--- src/sv/aoqt_pkg.sv ---
`timescale 1ns / 1ps
// shared types, sizes and codes of the box overlap table
package aoqt_pkg;

  localparam int ENTRIES = 32;
  localparam int IDX_W   = (ENTRIES > 1) ? $clog2(ENTRIES) : 1;
  localparam int CNT_W   = $clog2(ENTRIES + 1);
  localparam int MAX_OUT = 32;
  localparam int RES_W   = $clog2(MAX_OUT + 1);
  localparam int TAG_W   = 16;
  localparam int CRD_W   = 32;
  localparam int OIDX_W  = 5;

  typedef enum logic [1:0] {
    OP_CLEAR     = 2'd0,
    OP_ADD       = 2'd1,
    OP_QUERY_TAG = 2'd2,
    OP_QUERY_BOX = 2'd3
  } op_e;

  typedef enum logic [2:0] {
    ST_MATCH      = 3'd0,
    ST_NO_MATCH   = 3'd1,
    ST_NOT_IN_MAP = 3'd2,
    ST_ADDED      = 3'd3,
    ST_FULL       = 3'd4,
    ST_CLEARED    = 3'd5
  } status_e;

  typedef struct packed {
    logic signed [CRD_W-1:0] min_x;
    logic signed [CRD_W-1:0] min_y;
    logic signed [CRD_W-1:0] min_z;
    logic signed [CRD_W-1:0] max_x;
    logic signed [CRD_W-1:0] max_y;
    logic signed [CRD_W-1:0] max_z;
  } box_t;

  typedef struct packed {
    logic [TAG_W-1:0] tag;
    box_t             box;
  } entry_t;

  typedef struct packed {
    logic             wr_en;
    logic [IDX_W-1:0] wr_idx;
    entry_t           wr_data;
    logic             rd_en;
    logic [IDX_W-1:0] rd_idx;
  } mem_req_t;

  function automatic logic [OIDX_W-1:0] idx_out(input logic [IDX_W-1:0] i);
    logic [IDX_W+OIDX_W-1:0] ext;
    ext = {{OIDX_W{1'b0}}, i};
    return ext[OIDX_W-1:0];
  endfunction

endpackage

--- src/sv/aoqt_sat.sv ---
`timescale 1ns / 1ps
// saturating origin plus offset adders that form the box of an item
module aoqt_sat
  import aoqt_pkg::*;
(
  input  logic signed [aoqt_pkg::CRD_W-1:0] origin_x_i,
  input  logic signed [aoqt_pkg::CRD_W-1:0] origin_y_i,
  input  logic signed [aoqt_pkg::CRD_W-1:0] origin_z_i,
  input  logic signed [aoqt_pkg::CRD_W-1:0] lo_x_i,
  input  logic signed [aoqt_pkg::CRD_W-1:0] lo_y_i,
  input  logic signed [aoqt_pkg::CRD_W-1:0] lo_z_i,
  input  logic signed [aoqt_pkg::CRD_W-1:0] hi_x_i,
  input  logic signed [aoqt_pkg::CRD_W-1:0] hi_y_i,
  input  logic signed [aoqt_pkg::CRD_W-1:0] hi_z_i,
  output aoqt_pkg::box_t                    box_o
);

  function automatic logic signed [CRD_W-1:0] sat_add(input logic signed [CRD_W-1:0] a,
                                                      input logic signed [CRD_W-1:0] b);
    logic [CRD_W:0] s;
    s = {a[CRD_W-1], a} + {b[CRD_W-1], b};
    if (s[CRD_W] != s[CRD_W-1]) begin
      return s[CRD_W] ? {1'b1, {(CRD_W-1){1'b0}}} : {1'b0, {(CRD_W-1){1'b1}}};
    end
    return s[CRD_W-1:0];
  endfunction

  always_comb begin
    box_o.min_x = sat_add(origin_x_i, lo_x_i);
    box_o.min_y = sat_add(origin_y_i, lo_y_i);
    box_o.min_z = sat_add(origin_z_i, lo_z_i);
    box_o.max_x = sat_add(origin_x_i, hi_x_i);
    box_o.max_y = sat_add(origin_y_i, hi_y_i);
    box_o.max_z = sat_add(origin_z_i, hi_z_i);
  end

endmodule

--- config.mk ---
export PLATFORM = sky130hd
export DESIGN_NAME = aoqt_sat
export DESIGN_NICKNAME = d
export VERILOG_FILES = /design/src/sv/aoqt_pkg.sv /design/src/sv/aoqt_sat.sv
export SDC_FILE = /design/constraint.sdc
export NUM_CORES = 1
export LEC_CHECK = 0
export BUFFER_PORTS_ARGS = -buffer_cell sky130_fd_sc_hd__buf_2
export CAP_MARGIN = 20
export CORE_AREA = 2 2 189 191
export DETAILED_ROUTE_END_ITERATION = 12
export DIE_AREA = 0 0 191 193
export GPL_TIMING_DRIVEN = 0
export SKIP_LAST_GASP = 1
export SYNTH_ARGS = -nofsm -noshare
export SYNTH_HDL_FRONTEND = slang
export SYNTH_SLANG_ARGS = --single-unit
export TNS_END_PERCENT = 50
--- constraint.sdc ---
create_clock -name vclk -period 4.9
set_input_delay 0.735 -clock vclk [all_inputs]
set_output_delay 0.735 -clock vclk [all_outputs]
set_load 0.005 [all_outputs]
Yosys cells after proc, flatten, opt, wreduce, memory -nomap -nowiden
Cells that the tools add are included. Widths: inputs -> output; s select.

Register bits: 0. Input port bits: 288. Output and inout bits: 192. Word-level logic and storage cells: 36.

Add/sub/neg operators: 6. Equal/unequal tests: 6. Multiplexer cells: 24.

Operators with widths (count): $mux 32 (18); $add 32x32->33 (6); $mux 1 (6); $ne 1x1->1 (6).

Logic depth before layout (Yosys ltp)
Depth after elaboration: 4. Gate-level depth with buffers: 14. Depth with buffers taken out: 13.

Worst setup path after synthesis
No wires, ideal clock.

Path kind: input to output. From: input origin_x_i[4] in the netlist's numbering. To: output box_o[74] in the netlist's numbering. Arrival: 3.256 ns. Setup slack: 0.909 ns. Cell stages on the path: 10. Path buffers: 1. Path through: ha_1 -> or4_1 -> o211ai_1 -> or3b_1 -> nand3_1 -> a32o_1 -> a221oi_4 -> mux2i_1 -> buf_2 -> o21ai_0.

RTL lines: start: declaration (line aoqt_sat.sv:6) `input logic signed [aoqt_pkg::CRD_W-1:0] origin_x_i,`; end: declaration (line aoqt_sat.sv:15) `output aoqt_pkg::box_t box_o`.

==> results.json <==
{
  "status": "completed",
  "io_buffer_count": 480,
  "setup_tns_ps": 0,
  "avgRoutedWirePerCell_um": 18.1,
  "final_max_slew_viol_count": 0,
  "core_area_um2": 35000,
  "post_synth_instance_area_um2": 11500,
  "synth_warnings": 0,
  "post-route-min-period_ps": 4750,
  "seqCellArea_um2": 0,
  "setup_viol": 0,
  "slew_headroom": 0.483,
  "syn_to_final_growth_pct": 27.5,
  "layout_worst_path_cycle_share": 0.970,
  "filler_cell_count": 3724,
  "sequential_cell_total": 0,
  "fin_area_um2": 14700,
  "timing_startpoint_of_the_critical_path": "origin_z_i[7]",
  "area_occupied_by_multi_input_gates_um2": 11200,
  "synth_largest_area_cell": "ha_1",
  "synthesized_instance_count": 1649,
  "start_util": 0.330,
  "post_synth_num_cell_types": 93,
  "synth.yosys.seq_area_share": 0,
  "routed-via-count": 14453,
  "maxCapViolCount": 0,
  "drive_gt1_frac": 0.273,
  "ys_top_cells_by_area": "ha_1 (21%), o21ai_0 (7.9%), a21oi_1 (7.7%)",
  "timing.hold.worst.class": "primary input to primary output",
  "ant_nets": 0,
  "worstSetupStartpointType": "primary input",
  "gr-usage-all-layers": 0.237,
  "pwr_density_cell_nw_per_um2": 184,
  "detail_route.first_pass.iterations": 5,
  "rsz0062_at_grt": "true",
  "worstPathArrival_ps": 4020,
  "fmax_mhz": 210,
  "initial_antenna_violation_count": 5,
  "critPathMaxFanout": 10,
  "grt_pass1_wl_um": 70900,
  "critPathCaptureType": "primary output",
  "actual_slew_at_the_worst_max_slew_pin_ps": 766,
  "die_area_um2": 36900,
  "fp.dieW_um": 191,
  "detailedPlacementHpwl_um": 41300,
  "placementRows": 69,
  "gp_congestion": 0.969,
  "detail_route.iter0.violations": 786,
  "route.detailed.vias_per_inst": 5.57,
  "final_util": 0.420,
  "static_power_due_to_leakage_nw": 7.24,
  "criticalPathCategory": "primary input to primary output",
  "grt_max_degree": 11,
  "grt_pass1_vias": 13774,
  "design.portCount": 480,
  "synth.avg_cell_area_um2": 6.99,
  "placedInstanceArea_um2": 14500,
  "hold-worst-slack_ps": 1920,
  "gr-total-overflow": 0,
  "y_dimension_of_the_die_um": 193,
  "nNetsFinal": 2619,
  "cts_hold_buf": 0,
  "drt_drc_violations_left": 0,
  "clock_buffer_count": 0,
  "irDropWorstVdd_uv": 85.6,
  "timing_hold_violations_final": 0,
  "mapped_nets": 2135,
  "worst-endpoint-required_ps": 4160,
  "cp-endpoint": "box_o[124]",
  "drt-total-wl_um": 47000,
  "share_of_the_synthesized_area_in_the_top_cell_type": 0.208
}
==> through the flow <==
step | worst slack, ps | total power, mW | std cells
2_1_floorplan | 909 | 1.62 | 1649
3_3_place_gp | -245 | 2.64 | 2590
3_5_place_dp | -241 | 2.65 | 2590
4_1_cts | -26.9 | 2.67 | 2590
5_1_grt | -31.6 | 2.98 | 2594
6_report | 149 | 2.70 | 2597
==> report_power, final <==
part	internal (mW)	total (mW)	switching [mW]
combinational	1.17	2.70	1.54
sequential	0	0	0
clock	0.000000138	0.000000138	0
total	1.17	2.70	1.54
==> timing repair <==
| item | CTS | global route |
|---|---|---|
| setup endpoints to repair | 78 | 132 |
| pin swaps | 0 | 2 |
| setup buffers | 0 | 2 |
| endpoints found under the hold margin | 0 | 0 |
| resized for setup | 6 | 28 |
| cloned | 0 | 0 |
==> cell families (layout without fill, tap and decap cells) <==
family                     count (synthesis)  after routing  share of synthesized area
and+or+nand+nor                          389            389                      0.165
xor gates and xnor gates                 163            163                      0.125
AOI/OAI and AO/OA                        762            762                      0.434
adders and majority gates                203            203                      0.223
buffers and inverters                    124            606                     0.0459
other                                      0              5                          0
muxes                                      8              8                    0.00771
==> cells in the final DEF, fill, tap and decap left out, drive strengths merged, types with 43 or more instances in the layout <==
master    n
inv      63
nand2   105
xor2     81
buf     510
a21o    107
ha      192
nor2     91
a21oi   181
nand3    43
xnor2    82
o21ai   212
==> cell type report <==
type	count	area share
Tap cell	461	0.0393
Timing Repair Buffer	482	0.165
Multi-Input combinational cell	1525	0.759
Buffer	61	0.0201
Antenna cell	5	0.000852
Inverter	63	0.0161
==> metal layers <==
metal / vias to the layer above / global-route usage / part of all wire
li1: 7255 / - / -
met5: - / 0 / 0.00028
met3: 88 / 0.0299 / 0.072
met1: 6529 / 0.289 / 0.42
met2: 579 / 0.429 / 0.47
met4: 2 / 0.0793 / 0.038
==> worst min path at each step <==
stage               from    endpoint  slack (ps)  cells after the start
2_1_floorplan  lo_y_i[0]  box_o[128]        1720                      3
3_3_place_gp   hi_x_i[0]   box_o[64]        1920                      5
3_5_place_dp   hi_z_i[0]    box_o[0]        1930                      5
4_1_cts        hi_z_i[0]    box_o[0]        1930                      5
5_1_grt        hi_z_i[0]    box_o[0]        1960                      5
6_report       hi_z_i[0]    box_o[0]        1920                      5
==> critical path: stages <==
cell and delay [ps]:
buf_2 120, ha_1 370, and2_1 180, or4_1 450
o21ai_1 250, a21oi_2 150, o21a_1 250, a31o_2 310
a21oi_2 330, a2bb2oi_4 290, clkbuf_2 280, o21ai_0 140
buf_2 150
==> cell usage after synthesis (all sizes together), types with 17 or more instances <==
cell type / number
a21o: 107
a21oi: 181
a31oi: 23
buf: 27
clkbuf: 34
ha: 192
inv: 63
nand2: 105
nand2b: 21
nand3: 43
nand4: 19
nor2: 91
nor2b: 17
nor3: 30
o211ai: 21
o21a: 37
o21ai: 212
o22ai: 31
o31ai: 19
xnor2: 82
xor2: 81
Power figures use the tool's default switching activity.
