[src/sv/aoqt_pkg.sv]
`timescale 1ns / 1ps
// shared types, sizes and codes of the box overlap table
package aoqt_pkg;

  localparam int ENTRIES = 32;
  localparam int IDX_W   = (ENTRIES > 1) ? $clog2(ENTRIES) : 1;
  localparam int CNT_W   = $clog2(ENTRIES + 1);
  localparam int MAX_OUT = 32;
  localparam int RES_W   = $clog2(MAX_OUT + 1);
  localparam int TAG_W   = 16;
  localparam int CRD_W   = 32;
  localparam int OIDX_W  = 5;

  typedef enum logic [1:0] {
    OP_CLEAR     = 2'd0,
    OP_ADD       = 2'd1,
    OP_QUERY_TAG = 2'd2,
    OP_QUERY_BOX = 2'd3
  } op_e;

  typedef enum logic [2:0] {
    ST_MATCH      = 3'd0,
    ST_NO_MATCH   = 3'd1,
    ST_NOT_IN_MAP = 3'd2,
    ST_ADDED      = 3'd3,
    ST_FULL       = 3'd4,
    ST_CLEARED    = 3'd5
  } status_e;

  typedef struct packed {
    logic signed [CRD_W-1:0] min_x;
    logic signed [CRD_W-1:0] min_y;
    logic signed [CRD_W-1:0] min_z;
    logic signed [CRD_W-1:0] max_x;
    logic signed [CRD_W-1:0] max_y;
    logic signed [CRD_W-1:0] max_z;
  } box_t;

  typedef struct packed {
    logic [TAG_W-1:0] tag;
    box_t             box;
  } entry_t;

  typedef struct packed {
    logic             wr_en;
    logic [IDX_W-1:0] wr_idx;
    entry_t           wr_data;
    logic             rd_en;
    logic [IDX_W-1:0] rd_idx;
  } mem_req_t;

  function automatic logic [OIDX_W-1:0] idx_out(input logic [IDX_W-1:0] i);
    logic [IDX_W+OIDX_W-1:0] ext;
    ext = {{OIDX_W{1'b0}}, i};
    return ext[OIDX_W-1:0];
  endfunction

endpackage

[src/sv/aoqt_ctrl.sv]
`timescale 1ns / 1ps
// sequencer: add, clear, tag lookup and overlap scan over the entry memory
module aoqt_ctrl
  import aoqt_pkg::*;
(
  input  logic                          clk_i,
  input  logic                          rst_ni,
  input  logic                          in_valid_i,
  output logic                          in_stall_o,
  input  logic [1:0]                    operation_i,
  input  logic [aoqt_pkg::TAG_W-1:0]    object_tag_i,
  input  aoqt_pkg::box_t                box_i,
  output aoqt_pkg::mem_req_t            mem_req_o,
  input  aoqt_pkg::entry_t              rd_data_i,
  output logic                          out_valid_o,
  input  logic                          out_stall_i,
  output logic [2:0]                    status_o,
  output logic [aoqt_pkg::OIDX_W-1:0]   match_index_o,
  output logic [aoqt_pkg::TAG_W-1:0]    match_tag_o,
  output logic                          last_o
);

  typedef enum logic [3:0] {
    S_IDLE   = 4'b0001,
    S_LOOKUP = 4'b0010,
    S_SCAN   = 4'b0100,
    S_FINISH = 4'b1000
  } state_e;

  state_e            state_q, state_d;
  logic [CNT_W-1:0]  count_q, count_d;
  logic [CNT_W-1:0]  issue_q, issue_d;
  logic              rd_vld_q, rd_vld_d;
  logic [IDX_W-1:0]  rd_idx_q, rd_idx_d;
  box_t              qbox_q, qbox_d;
  logic [TAG_W-1:0]  qtag_q, qtag_d;
  logic              skip_vld_q, skip_vld_d;
  logic [IDX_W-1:0]  skip_idx_q, skip_idx_d;
  logic [RES_W-1:0]  hits_q, hits_d;
  logic              pend_vld_q, pend_vld_d;
  logic [IDX_W-1:0]  pend_idx_q, pend_idx_d;
  logic [TAG_W-1:0]  pend_tag_q, pend_tag_d;
  logic              out_vld_q, out_vld_d;
  status_e           out_status_q, out_status_d;
  logic [OIDX_W-1:0] out_idx_q, out_idx_d;
  logic [TAG_W-1:0]  out_tag_q, out_tag_d;
  logic              out_last_q, out_last_d;

  logic in_acc, out_free, more, ovl, skip, hit, tag_hit, scan_hold;
  op_e  op;

  assign op         = op_e'(operation_i);
  assign in_stall_o = (state_q != S_IDLE) || out_vld_q;
  assign in_acc     = in_valid_i && !in_stall_o;
  assign out_free   = !out_vld_q || !out_stall_i;
  assign more       = (issue_q != count_q);

  assign ovl = ($signed(qbox_q.min_x) <= $signed(rd_data_i.box.max_x)) &&
               ($signed(rd_data_i.box.min_x) <= $signed(qbox_q.max_x)) &&
               ($signed(qbox_q.min_y) <= $signed(rd_data_i.box.max_y)) &&
               ($signed(rd_data_i.box.min_y) <= $signed(qbox_q.max_y)) &&
               ($signed(qbox_q.min_z) <= $signed(rd_data_i.box.max_z)) &&
               ($signed(rd_data_i.box.min_z) <= $signed(qbox_q.max_z));
  assign skip      = skip_vld_q && (rd_idx_q == skip_idx_q);
  assign hit       = rd_vld_q && ovl && !skip && (hits_q != RES_W'(MAX_OUT));
  assign tag_hit   = rd_vld_q && (rd_data_i.tag == qtag_q);
  assign scan_hold = hit && pend_vld_q && !out_free;

  always_comb begin
    state_d      = state_q;
    count_d      = count_q;
    issue_d      = issue_q;
    rd_vld_d     = rd_vld_q;
    rd_idx_d     = rd_idx_q;
    qbox_d       = qbox_q;
    qtag_d       = qtag_q;
    skip_vld_d   = skip_vld_q;
    skip_idx_d   = skip_idx_q;
    hits_d       = hits_q;
    pend_vld_d   = pend_vld_q;
    pend_idx_d   = pend_idx_q;
    pend_tag_d   = pend_tag_q;
    out_vld_d    = out_vld_q && out_stall_i;
    out_status_d = out_status_q;
    out_idx_d    = out_idx_q;
    out_tag_d    = out_tag_q;
    out_last_d   = out_last_q;
    mem_req_o    = '0;

    unique case (state_q)
      S_IDLE: begin
        if (in_acc) begin
          out_idx_d  = '0;
          out_tag_d  = '0;
          out_last_d = 1'b1;
          issue_d    = '0;
          rd_vld_d   = 1'b0;
          hits_d     = '0;
          pend_vld_d = 1'b0;
          unique case (op)
            OP_CLEAR: begin
              count_d      = '0;
              out_vld_d    = 1'b1;
              out_status_d = ST_CLEARED;
            end
            OP_ADD: begin
              out_vld_d = 1'b1;
              if (count_q == CNT_W'(ENTRIES)) begin
                out_status_d = ST_FULL;
              end else begin
                mem_req_o.wr_en       = 1'b1;
                mem_req_o.wr_idx      = count_q[IDX_W-1:0];
                mem_req_o.wr_data.tag = object_tag_i;
                mem_req_o.wr_data.box = box_i;
                count_d               = count_q + CNT_W'(1);
                out_status_d          = ST_ADDED;
              end
            end
            OP_QUERY_TAG: begin
              qtag_d = object_tag_i;
              if (count_q == '0) begin
                out_vld_d    = 1'b1;
                out_status_d = ST_NOT_IN_MAP;
              end else begin
                state_d = S_LOOKUP;
              end
            end
            OP_QUERY_BOX: begin
              qbox_d     = box_i;
              skip_vld_d = 1'b0;
              state_d    = S_SCAN;
            end
            default: ;
          endcase
        end
      end
      S_LOOKUP: begin
        if (tag_hit) begin
          qbox_d     = rd_data_i.box;
          skip_vld_d = 1'b1;
          skip_idx_d = rd_idx_q;
          issue_d    = '0;
          rd_vld_d   = 1'b0;
          state_d    = S_SCAN;
        end else if (more) begin
          mem_req_o.rd_en  = 1'b1;
          mem_req_o.rd_idx = issue_q[IDX_W-1:0];
          rd_vld_d         = 1'b1;
          rd_idx_d         = issue_q[IDX_W-1:0];
          issue_d          = issue_q + CNT_W'(1);
        end else begin
          rd_vld_d     = 1'b0;
          out_vld_d    = 1'b1;
          out_status_d = ST_NOT_IN_MAP;
          out_idx_d    = '0;
          out_tag_d    = '0;
          out_last_d   = 1'b1;
          state_d      = S_IDLE;
        end
      end
      S_SCAN: begin
        if (!scan_hold) begin
          if (hit) begin
            hits_d = hits_q + RES_W'(1);
            if (pend_vld_q) begin
              out_vld_d    = 1'b1;
              out_status_d = ST_MATCH;
              out_idx_d    = idx_out(pend_idx_q);
              out_tag_d    = pend_tag_q;
              out_last_d   = 1'b0;
            end
            pend_vld_d = 1'b1;
            pend_idx_d = rd_idx_q;
            pend_tag_d = rd_data_i.tag;
          end
          if (more) begin
            mem_req_o.rd_en  = 1'b1;
            mem_req_o.rd_idx = issue_q[IDX_W-1:0];
            rd_vld_d         = 1'b1;
            rd_idx_d         = issue_q[IDX_W-1:0];
            issue_d          = issue_q + CNT_W'(1);
          end else begin
            rd_vld_d = 1'b0;
            if (!rd_vld_q) begin
              state_d = S_FINISH;
            end
          end
        end
      end
      S_FINISH: begin
        if (out_free) begin
          out_vld_d  = 1'b1;
          out_last_d = 1'b1;
          if (pend_vld_q) begin
            out_status_d = ST_MATCH;
            out_idx_d    = idx_out(pend_idx_q);
            out_tag_d    = pend_tag_q;
          end else begin
            out_status_d = ST_NO_MATCH;
            out_idx_d    = '0;
            out_tag_d    = '0;
          end
          pend_vld_d = 1'b0;
          state_d    = S_IDLE;
        end
      end
      default: state_d = S_IDLE;
    endcase
  end

  always_ff @(posedge clk_i or negedge rst_ni) begin
    if (!rst_ni) begin
      state_q    <= S_IDLE;
      count_q    <= '0;
      issue_q    <= '0;
      rd_vld_q   <= 1'b0;
      skip_vld_q <= 1'b0;
      hits_q     <= '0;
      pend_vld_q <= 1'b0;
      out_vld_q  <= 1'b0;
    end else begin
      state_q    <= state_d;
      count_q    <= count_d;
      issue_q    <= issue_d;
      rd_vld_q   <= rd_vld_d;
      skip_vld_q <= skip_vld_d;
      hits_q     <= hits_d;
      pend_vld_q <= pend_vld_d;
      out_vld_q  <= out_vld_d;
    end
  end

  always_ff @(posedge clk_i) begin
    rd_idx_q     <= rd_idx_d;
    qbox_q       <= qbox_d;
    qtag_q       <= qtag_d;
    skip_idx_q   <= skip_idx_d;
    pend_idx_q   <= pend_idx_d;
    pend_tag_q   <= pend_tag_d;
    out_status_q <= out_status_d;
    out_idx_q    <= out_idx_d;
    out_tag_q    <= out_tag_d;
    out_last_q   <= out_last_d;
  end

  assign out_valid_o   = out_vld_q;
  assign status_o      = out_status_q;
  assign match_index_o = out_idx_q;
  assign match_tag_o   = out_tag_q;
  assign last_o        = out_last_q;

endmodule

[config.mk]
export PLATFORM = sky130hd
export DESIGN_NAME = aoqt_ctrl
export DESIGN_NICKNAME = d
export VERILOG_FILES = /design/src/sv/aoqt_pkg.sv /design/src/sv/aoqt_ctrl.sv
export SDC_FILE = /design/constraint.sdc
export NUM_CORES = 1
export LEC_CHECK = 0
export BUFFER_PORTS_ARGS = -buffer_cell sky130_fd_sc_hd__buf_2
export CAP_MARGIN = 15
export CELL_PAD_IN_SITES_DETAIL_PLACEMENT = 1
export CELL_PAD_IN_SITES_GLOBAL_PLACEMENT = 2
export CORE_AREA = 3 3 260 262
export CTS_CLUSTER_SIZE = 28
export DETAILED_ROUTE_END_ITERATION = 6
export DIE_AREA = 0 0 263 265
export PLACE_DENSITY = 0.74
export SLEW_MARGIN = 15
export SYNTH_ARGS = -nofsm -noshare
export SYNTH_HDL_FRONTEND = slang
export SYNTH_SLANG_ARGS = --single-unit
[constraint.sdc]
create_clock -name clk_i -period 15.26 [get_ports clk_i]
set_clock_uncertainty 0.2 [all_clocks]
set_input_delay 1.526 -clock clk_i [delete_from_list [all_inputs] [get_ports clk_i]]
set_output_delay 1.526 -clock clk_i [all_outputs]
set_load 0.02 [all_outputs]
Word level (Yosys, flattened, before mapping)
Index checks and enable logic that the tools add are counted.
W data, S select, Z words.
{"block": "classes", "add_sub_neg": 3, "n_mul": 0, "div_mod_pow": 0, "magnitude_cmp": 6, "eq_ne": 30, "n_shift": 0, "n_mux": 97, "n_bitwise": 1, "n_reduce_logical": 43}
{"cell": "$mux W214", "n": 4}
{"cell": "$mux W192", "n": 3}
{"cell": "$pmux W192 S2", "n": 1}
{"cell": "$le A32 B32 Y1", "n": 6}
{"cell": "$mux W16", "n": 8}
{"cell": "$pmux W16 S4", "n": 1}
{"cell": "$mux W6", "n": 10}
{"cell": "$mux W5", "n": 11}
{"cell": "$pmux W6 S2", "n": 3}
{"cell": "$mux W4", "n": 8}
{"cell": "$mux W3", "n": 9}
{"cell": "$mux W1", "n": 26}
{"cell": "$ne A2 B2 Y1 const B", "n": 11}
{"cell": "$pmux W5 S4", "n": 1}
{"cell": "$add A6 B1 Y6 const B", "n": 3}
{"cell": "$pmux W6 S3", "n": 1}
{"cell": "$eq A16 B16 Y1", "n": 1}
{"cell": "$pmux W4 S4", "n": 1}
{"cell": "$reduce_and A8 Y1", "n": 2}
{"cell": "$logic_and A1 B1 Y1", "n": 14}
{"cell": "$pmux W3 S4", "n": 1}
{"cell": "$reduce_and A3 Y1", "n": 4}
{"cell": "$reduce_and A4 Y1", "n": 3}
{"cell": "$pmux W5 S2", "n": 1}
{"cell": "31 further kinds", "n": 47}
{"block": "word_totals", "reg_bits": 290, "latchBits": 0, "ram_bits": 0, "rom_bits": 0, "in_bits": 422, "memories": 0}

Depth between registers and ports, before layout
{"block": "depth", "depth_word": 13, "depth_mapped": 13}

Worst setup path after synthesis
No wires, ideal clock.
{"block": "synth_path", "path_type": "input port to flip-flop", "startpoint": "input port rd_data_i[203] (netlist bit)", "endpoint": "register qbox_q[0] (netlist bit) (enable)", "arrival_time_ps": 6541, "required_time_ps": 14500, "setup_slack_ps": 7959, "stages": 6, "path_buffers": 0, "cell_sequence": "xor2_1 nor4_1 nand4_1 nor3_1 nand2_1 nand2_1"}
{"block": "synth_via", "elab_chain_len": 4}
{"element": "start, declared", "line": "aoqt_ctrl.sv:14", "rtl": "input aoqt_pkg::entry_t rd_data_i,"}
{"element": "$eq A16 B16 Y1", "line": "aoqt_ctrl.sv:66", "rtl": "assign tag_hit = rd_vld_q && (rd_data_i.tag == qtag_q);"}
{"element": "$logic_and A1 B1 Y1", "line": "aoqt_ctrl.sv:66"}
{"element": "$ne A2 B2 Y1 (no source line)"}
{"element": "$reduce_and A4 Y1 (no source line)"}
{"element": "end signal, assigned", "line": "aoqt_ctrl.sv:235", "rtl": "qbox_q <= qbox_d;"}
{"element": "end, declared", "line": "aoqt_ctrl.sv:35", "rtl": "box_t qbox_q, qbox_d;"}
Every way passes these cells.
A chain may end at the register's enable or synchronous reset.

==> flow_metrics.tcl <==
set metrics [dict create \
    gp_congestion 0.834 \
    ant_nets 0 \
    finalCriticalPeriod_ps 7010 \
    drtIter0Drc 716 \
    peakVddDrop_mv 0.0760 \
    p_per_area_mw_per_mm2 112 \
    rsz0062_at_grt "false" \
    syn_area_per_cell_um2 9.32 \
    grt.total_usage 0.194 \
    ctsLongestPathBuffers 3 \
    arrival_ps 5280 \
    cts_resized 0 \
    fmax_ghz 0.143 \
    vias_per_cell 4.73 \
    fin_nets 3256 \
    clock_sinks 290 \
    port_buffers 668 \
    final_hold_viol_count 0 \
    filler_cell_count 7814 \
    core_area_mm2 0.0656 \
    antenna_found_initial 16 \
    dr.pass1.iters 5 \
    ios 669 \
    synth_nets 2611 \
    grt_max_degree 161 \
    drc 0 \
    drive_gt1_frac 0.279 \
    ys_seq_elements 290 \
    grt_pass1_wl_um 106000 \
    holdPathStages 1 \
    endpoint_kind "output port" \
    cts-root-buf "clkbuf_16" \
    hp-class "flop to flop" \
    grt_pass1_vias 18104 \
    htreeDepth 2 \
    synthesis.area_mm2 0.0185 \
    yosysWarningCount 0 \
    overflow 0 \
    finalSetupViolations 0 \
    async_flop_share 0.0897 \
    cts_setup_buffers 0 \
    cts_buffers 37 \
    num_vias 16695 \
    dp_hpwl_um 56600 \
    status "completed" \
    post-route-period-util 0.459 \
    holdBufCountCts 0 \
    die_h_um 265 \
    avgRoutedWirePerCell_um 20.0 \
    start_util 0.282 \
    path_max_fanout 8 \
    syn_inst 1987 \
    start_kind "primary input" \
    placementRows 94 \
    crit_type "primary input to output port" \
    ys_seq_area_frac 0.463 \
    clkLatencyLatePin_ps 560 \
    synth-edff-count 264 \
    leakagePower_nw 12.0 \
    die-area_mm2 0.0697 \
    worst_pin_slew_ps 1130 \
    setup_tns_ps 0 \
    postPlaceCellArea_mm2 0.0228 \
    drv_cap 0 \
    die_w_um 263 \
    slew_viol_final 0 \
    max_slew_margin 0.247 \
    finalInstanceArea_mm2 0.0240 \
    cts_tree "built" \
    reg2regPathDepth 7 \
    drt-total-wl_um 70400 \
    area_growth_pct 29.5 \
    clk_pin_slew_ps 60 \
    required_ps 13530 \
    synth_flop_cell "edfxtp_1" \
    ys_types 62 \
]
## layer usage
layer  routed length, µm  vias up  global-route usage  share of wire
li1                    -     8104                   -              -
met5                  79        -                   0         0.0011
met3                3820       86              0.0418          0.054
met2               36000      441               0.354           0.51
met4                1450       12              0.0475          0.021
met1               29000     8052               0.232           0.41
## layout by cell type, fill, tap and decap left out, types with 25 or more instances in the layout
cell type  Yosys  final
and2_1       214    214
nand4_1       46     46
clkbuf_16      0     37
o21ai_0      126    126
nand3_1       25     25
ha_1         202    202
nand2_1      454    453
xor2_1        27     27
dfrtp_1       25     25
a21oi_1       88     88
nor2_1        27     25
nor2b_1       28     28
edfxtp_1     264    264
inv_1        215    215
buf_2          1    668
## power by group
part | switching [mW] | internal [mW]
clock network | 0.366 | 0.501
logic | 0.514 | 0.250
registers | 0.0405 | 1.00
## Yosys cell counts, types with 25 or more instances
| cell | n | share of area |
|---|---|---|
| nand2_1 | 454 | 0.092 |
| edfxtp_1 | 264 | 0.43 |
| inv_1 | 215 | 0.044 |
| and2_1 | 214 | 0.072 |
| ha_1 | 202 | 0.14 |
| o21ai_0 | 126 | 0.034 |
| a21oi_1 | 88 | 0.024 |
| clkbuf_1 | 69 | 0.014 |
| nand4_1 | 46 | 0.016 |
| nor2b_1 | 28 | 0.0095 |
| nor2_1 | 27 | 0.0055 |
| xor2_1 | 27 | 0.013 |
| dfrtp_1 | 25 | 0.034 |
| nand3_1 | 25 | 0.0068 |
## state kept, by name, indices dropped and copies added, names as in the netlist, 3 cells and up
register and flops:
state_q 4, hits_q 6, match_tag_o 16, pend_idx_q 5
match_index_o 5, status_o 3, rd_idx_q 5, count_q 6
qbox_q 192, issue_q 6, pend_tag_q 16, skip_idx_q 5
qtag_q 16
## worst max-delay path, cell delays in order
cell and delay, ps:
buf_2 120, ha_1 420, nand4_1 290, a21oi_1 90
a2111oi_1 680, a31oi_1 220, or4b_4 630, nor4_2 490
a21boi_1 370, and3_1 280, buf_2 160
## kinds of logic (layout without fill, tap and decap cells)
family / count (synthesis) / count (layout) / synth area share
compound gates: 304 / 304 / 0.0973
xor+xnor: 30 / 30 / 0.0142
fa+ha+maj: 202 / 202 / 0.136
buf+inv: 290 / 960 / 0.0588
flops: 290 / 290 / 0.463
mux: 5 / 5 / 0.00284
other cells: 0 / 8 / 0
simple gates: 866 / 866 / 0.227
## final cells by class
| type | count | area (µm²) | area share |
|---|---|---|---|
| Clock buffer | 45 | 956 | 0.0398 |
| Timing Repair Buffer | 680 | 3450 | 0.144 |
| Antenna cell | 8 | 20.0 | 0.000834 |
| Clock inverter | 19 | 216 | 0.00902 |
| Tap cell | 864 | 1080 | 0.0451 |
| Sequential cell | 290 | 8580 | 0.358 |
| Inverter | 216 | 811 | 0.0338 |
| Multi-Input combinational cell | 1407 | 8880 | 0.370 |
## final timing paths
check	end	start	slack, ps
max	mem_req_o[0]	rd_data_i[159]	8250
min	hits_q[5]	hits_q[5]	280
max reg2reg	qbox_q[106]	state_q[3]	10260
min reg2reg	hits_q[5]	hits_q[5]	280
max in group asynchronous	state_q[1]	rst_ni	13620
min in group asynchronous	issue_q[3]	rst_ni	790
## metrics by stage
step / util / setup slack (ps) / total power, mW / instances / hold slack [ps]
after floorplan: - / 7960 / 1.53 / 1987 / 245
after global placement: 0.347 / 7900 / 1.81 / 3457 / 265
after detailed placement: 0.347 / 8080 / 1.83 / 3457 / 275
after CTS: 0.365 / 8070 / 2.72 / 3521 / 282
after global routing: 0.366 / 7940 / 2.84 / 3527 / 309
final: 0.366 / 8250 / 2.68 / 3529 / 283
Power figures use the tool's default switching activity.
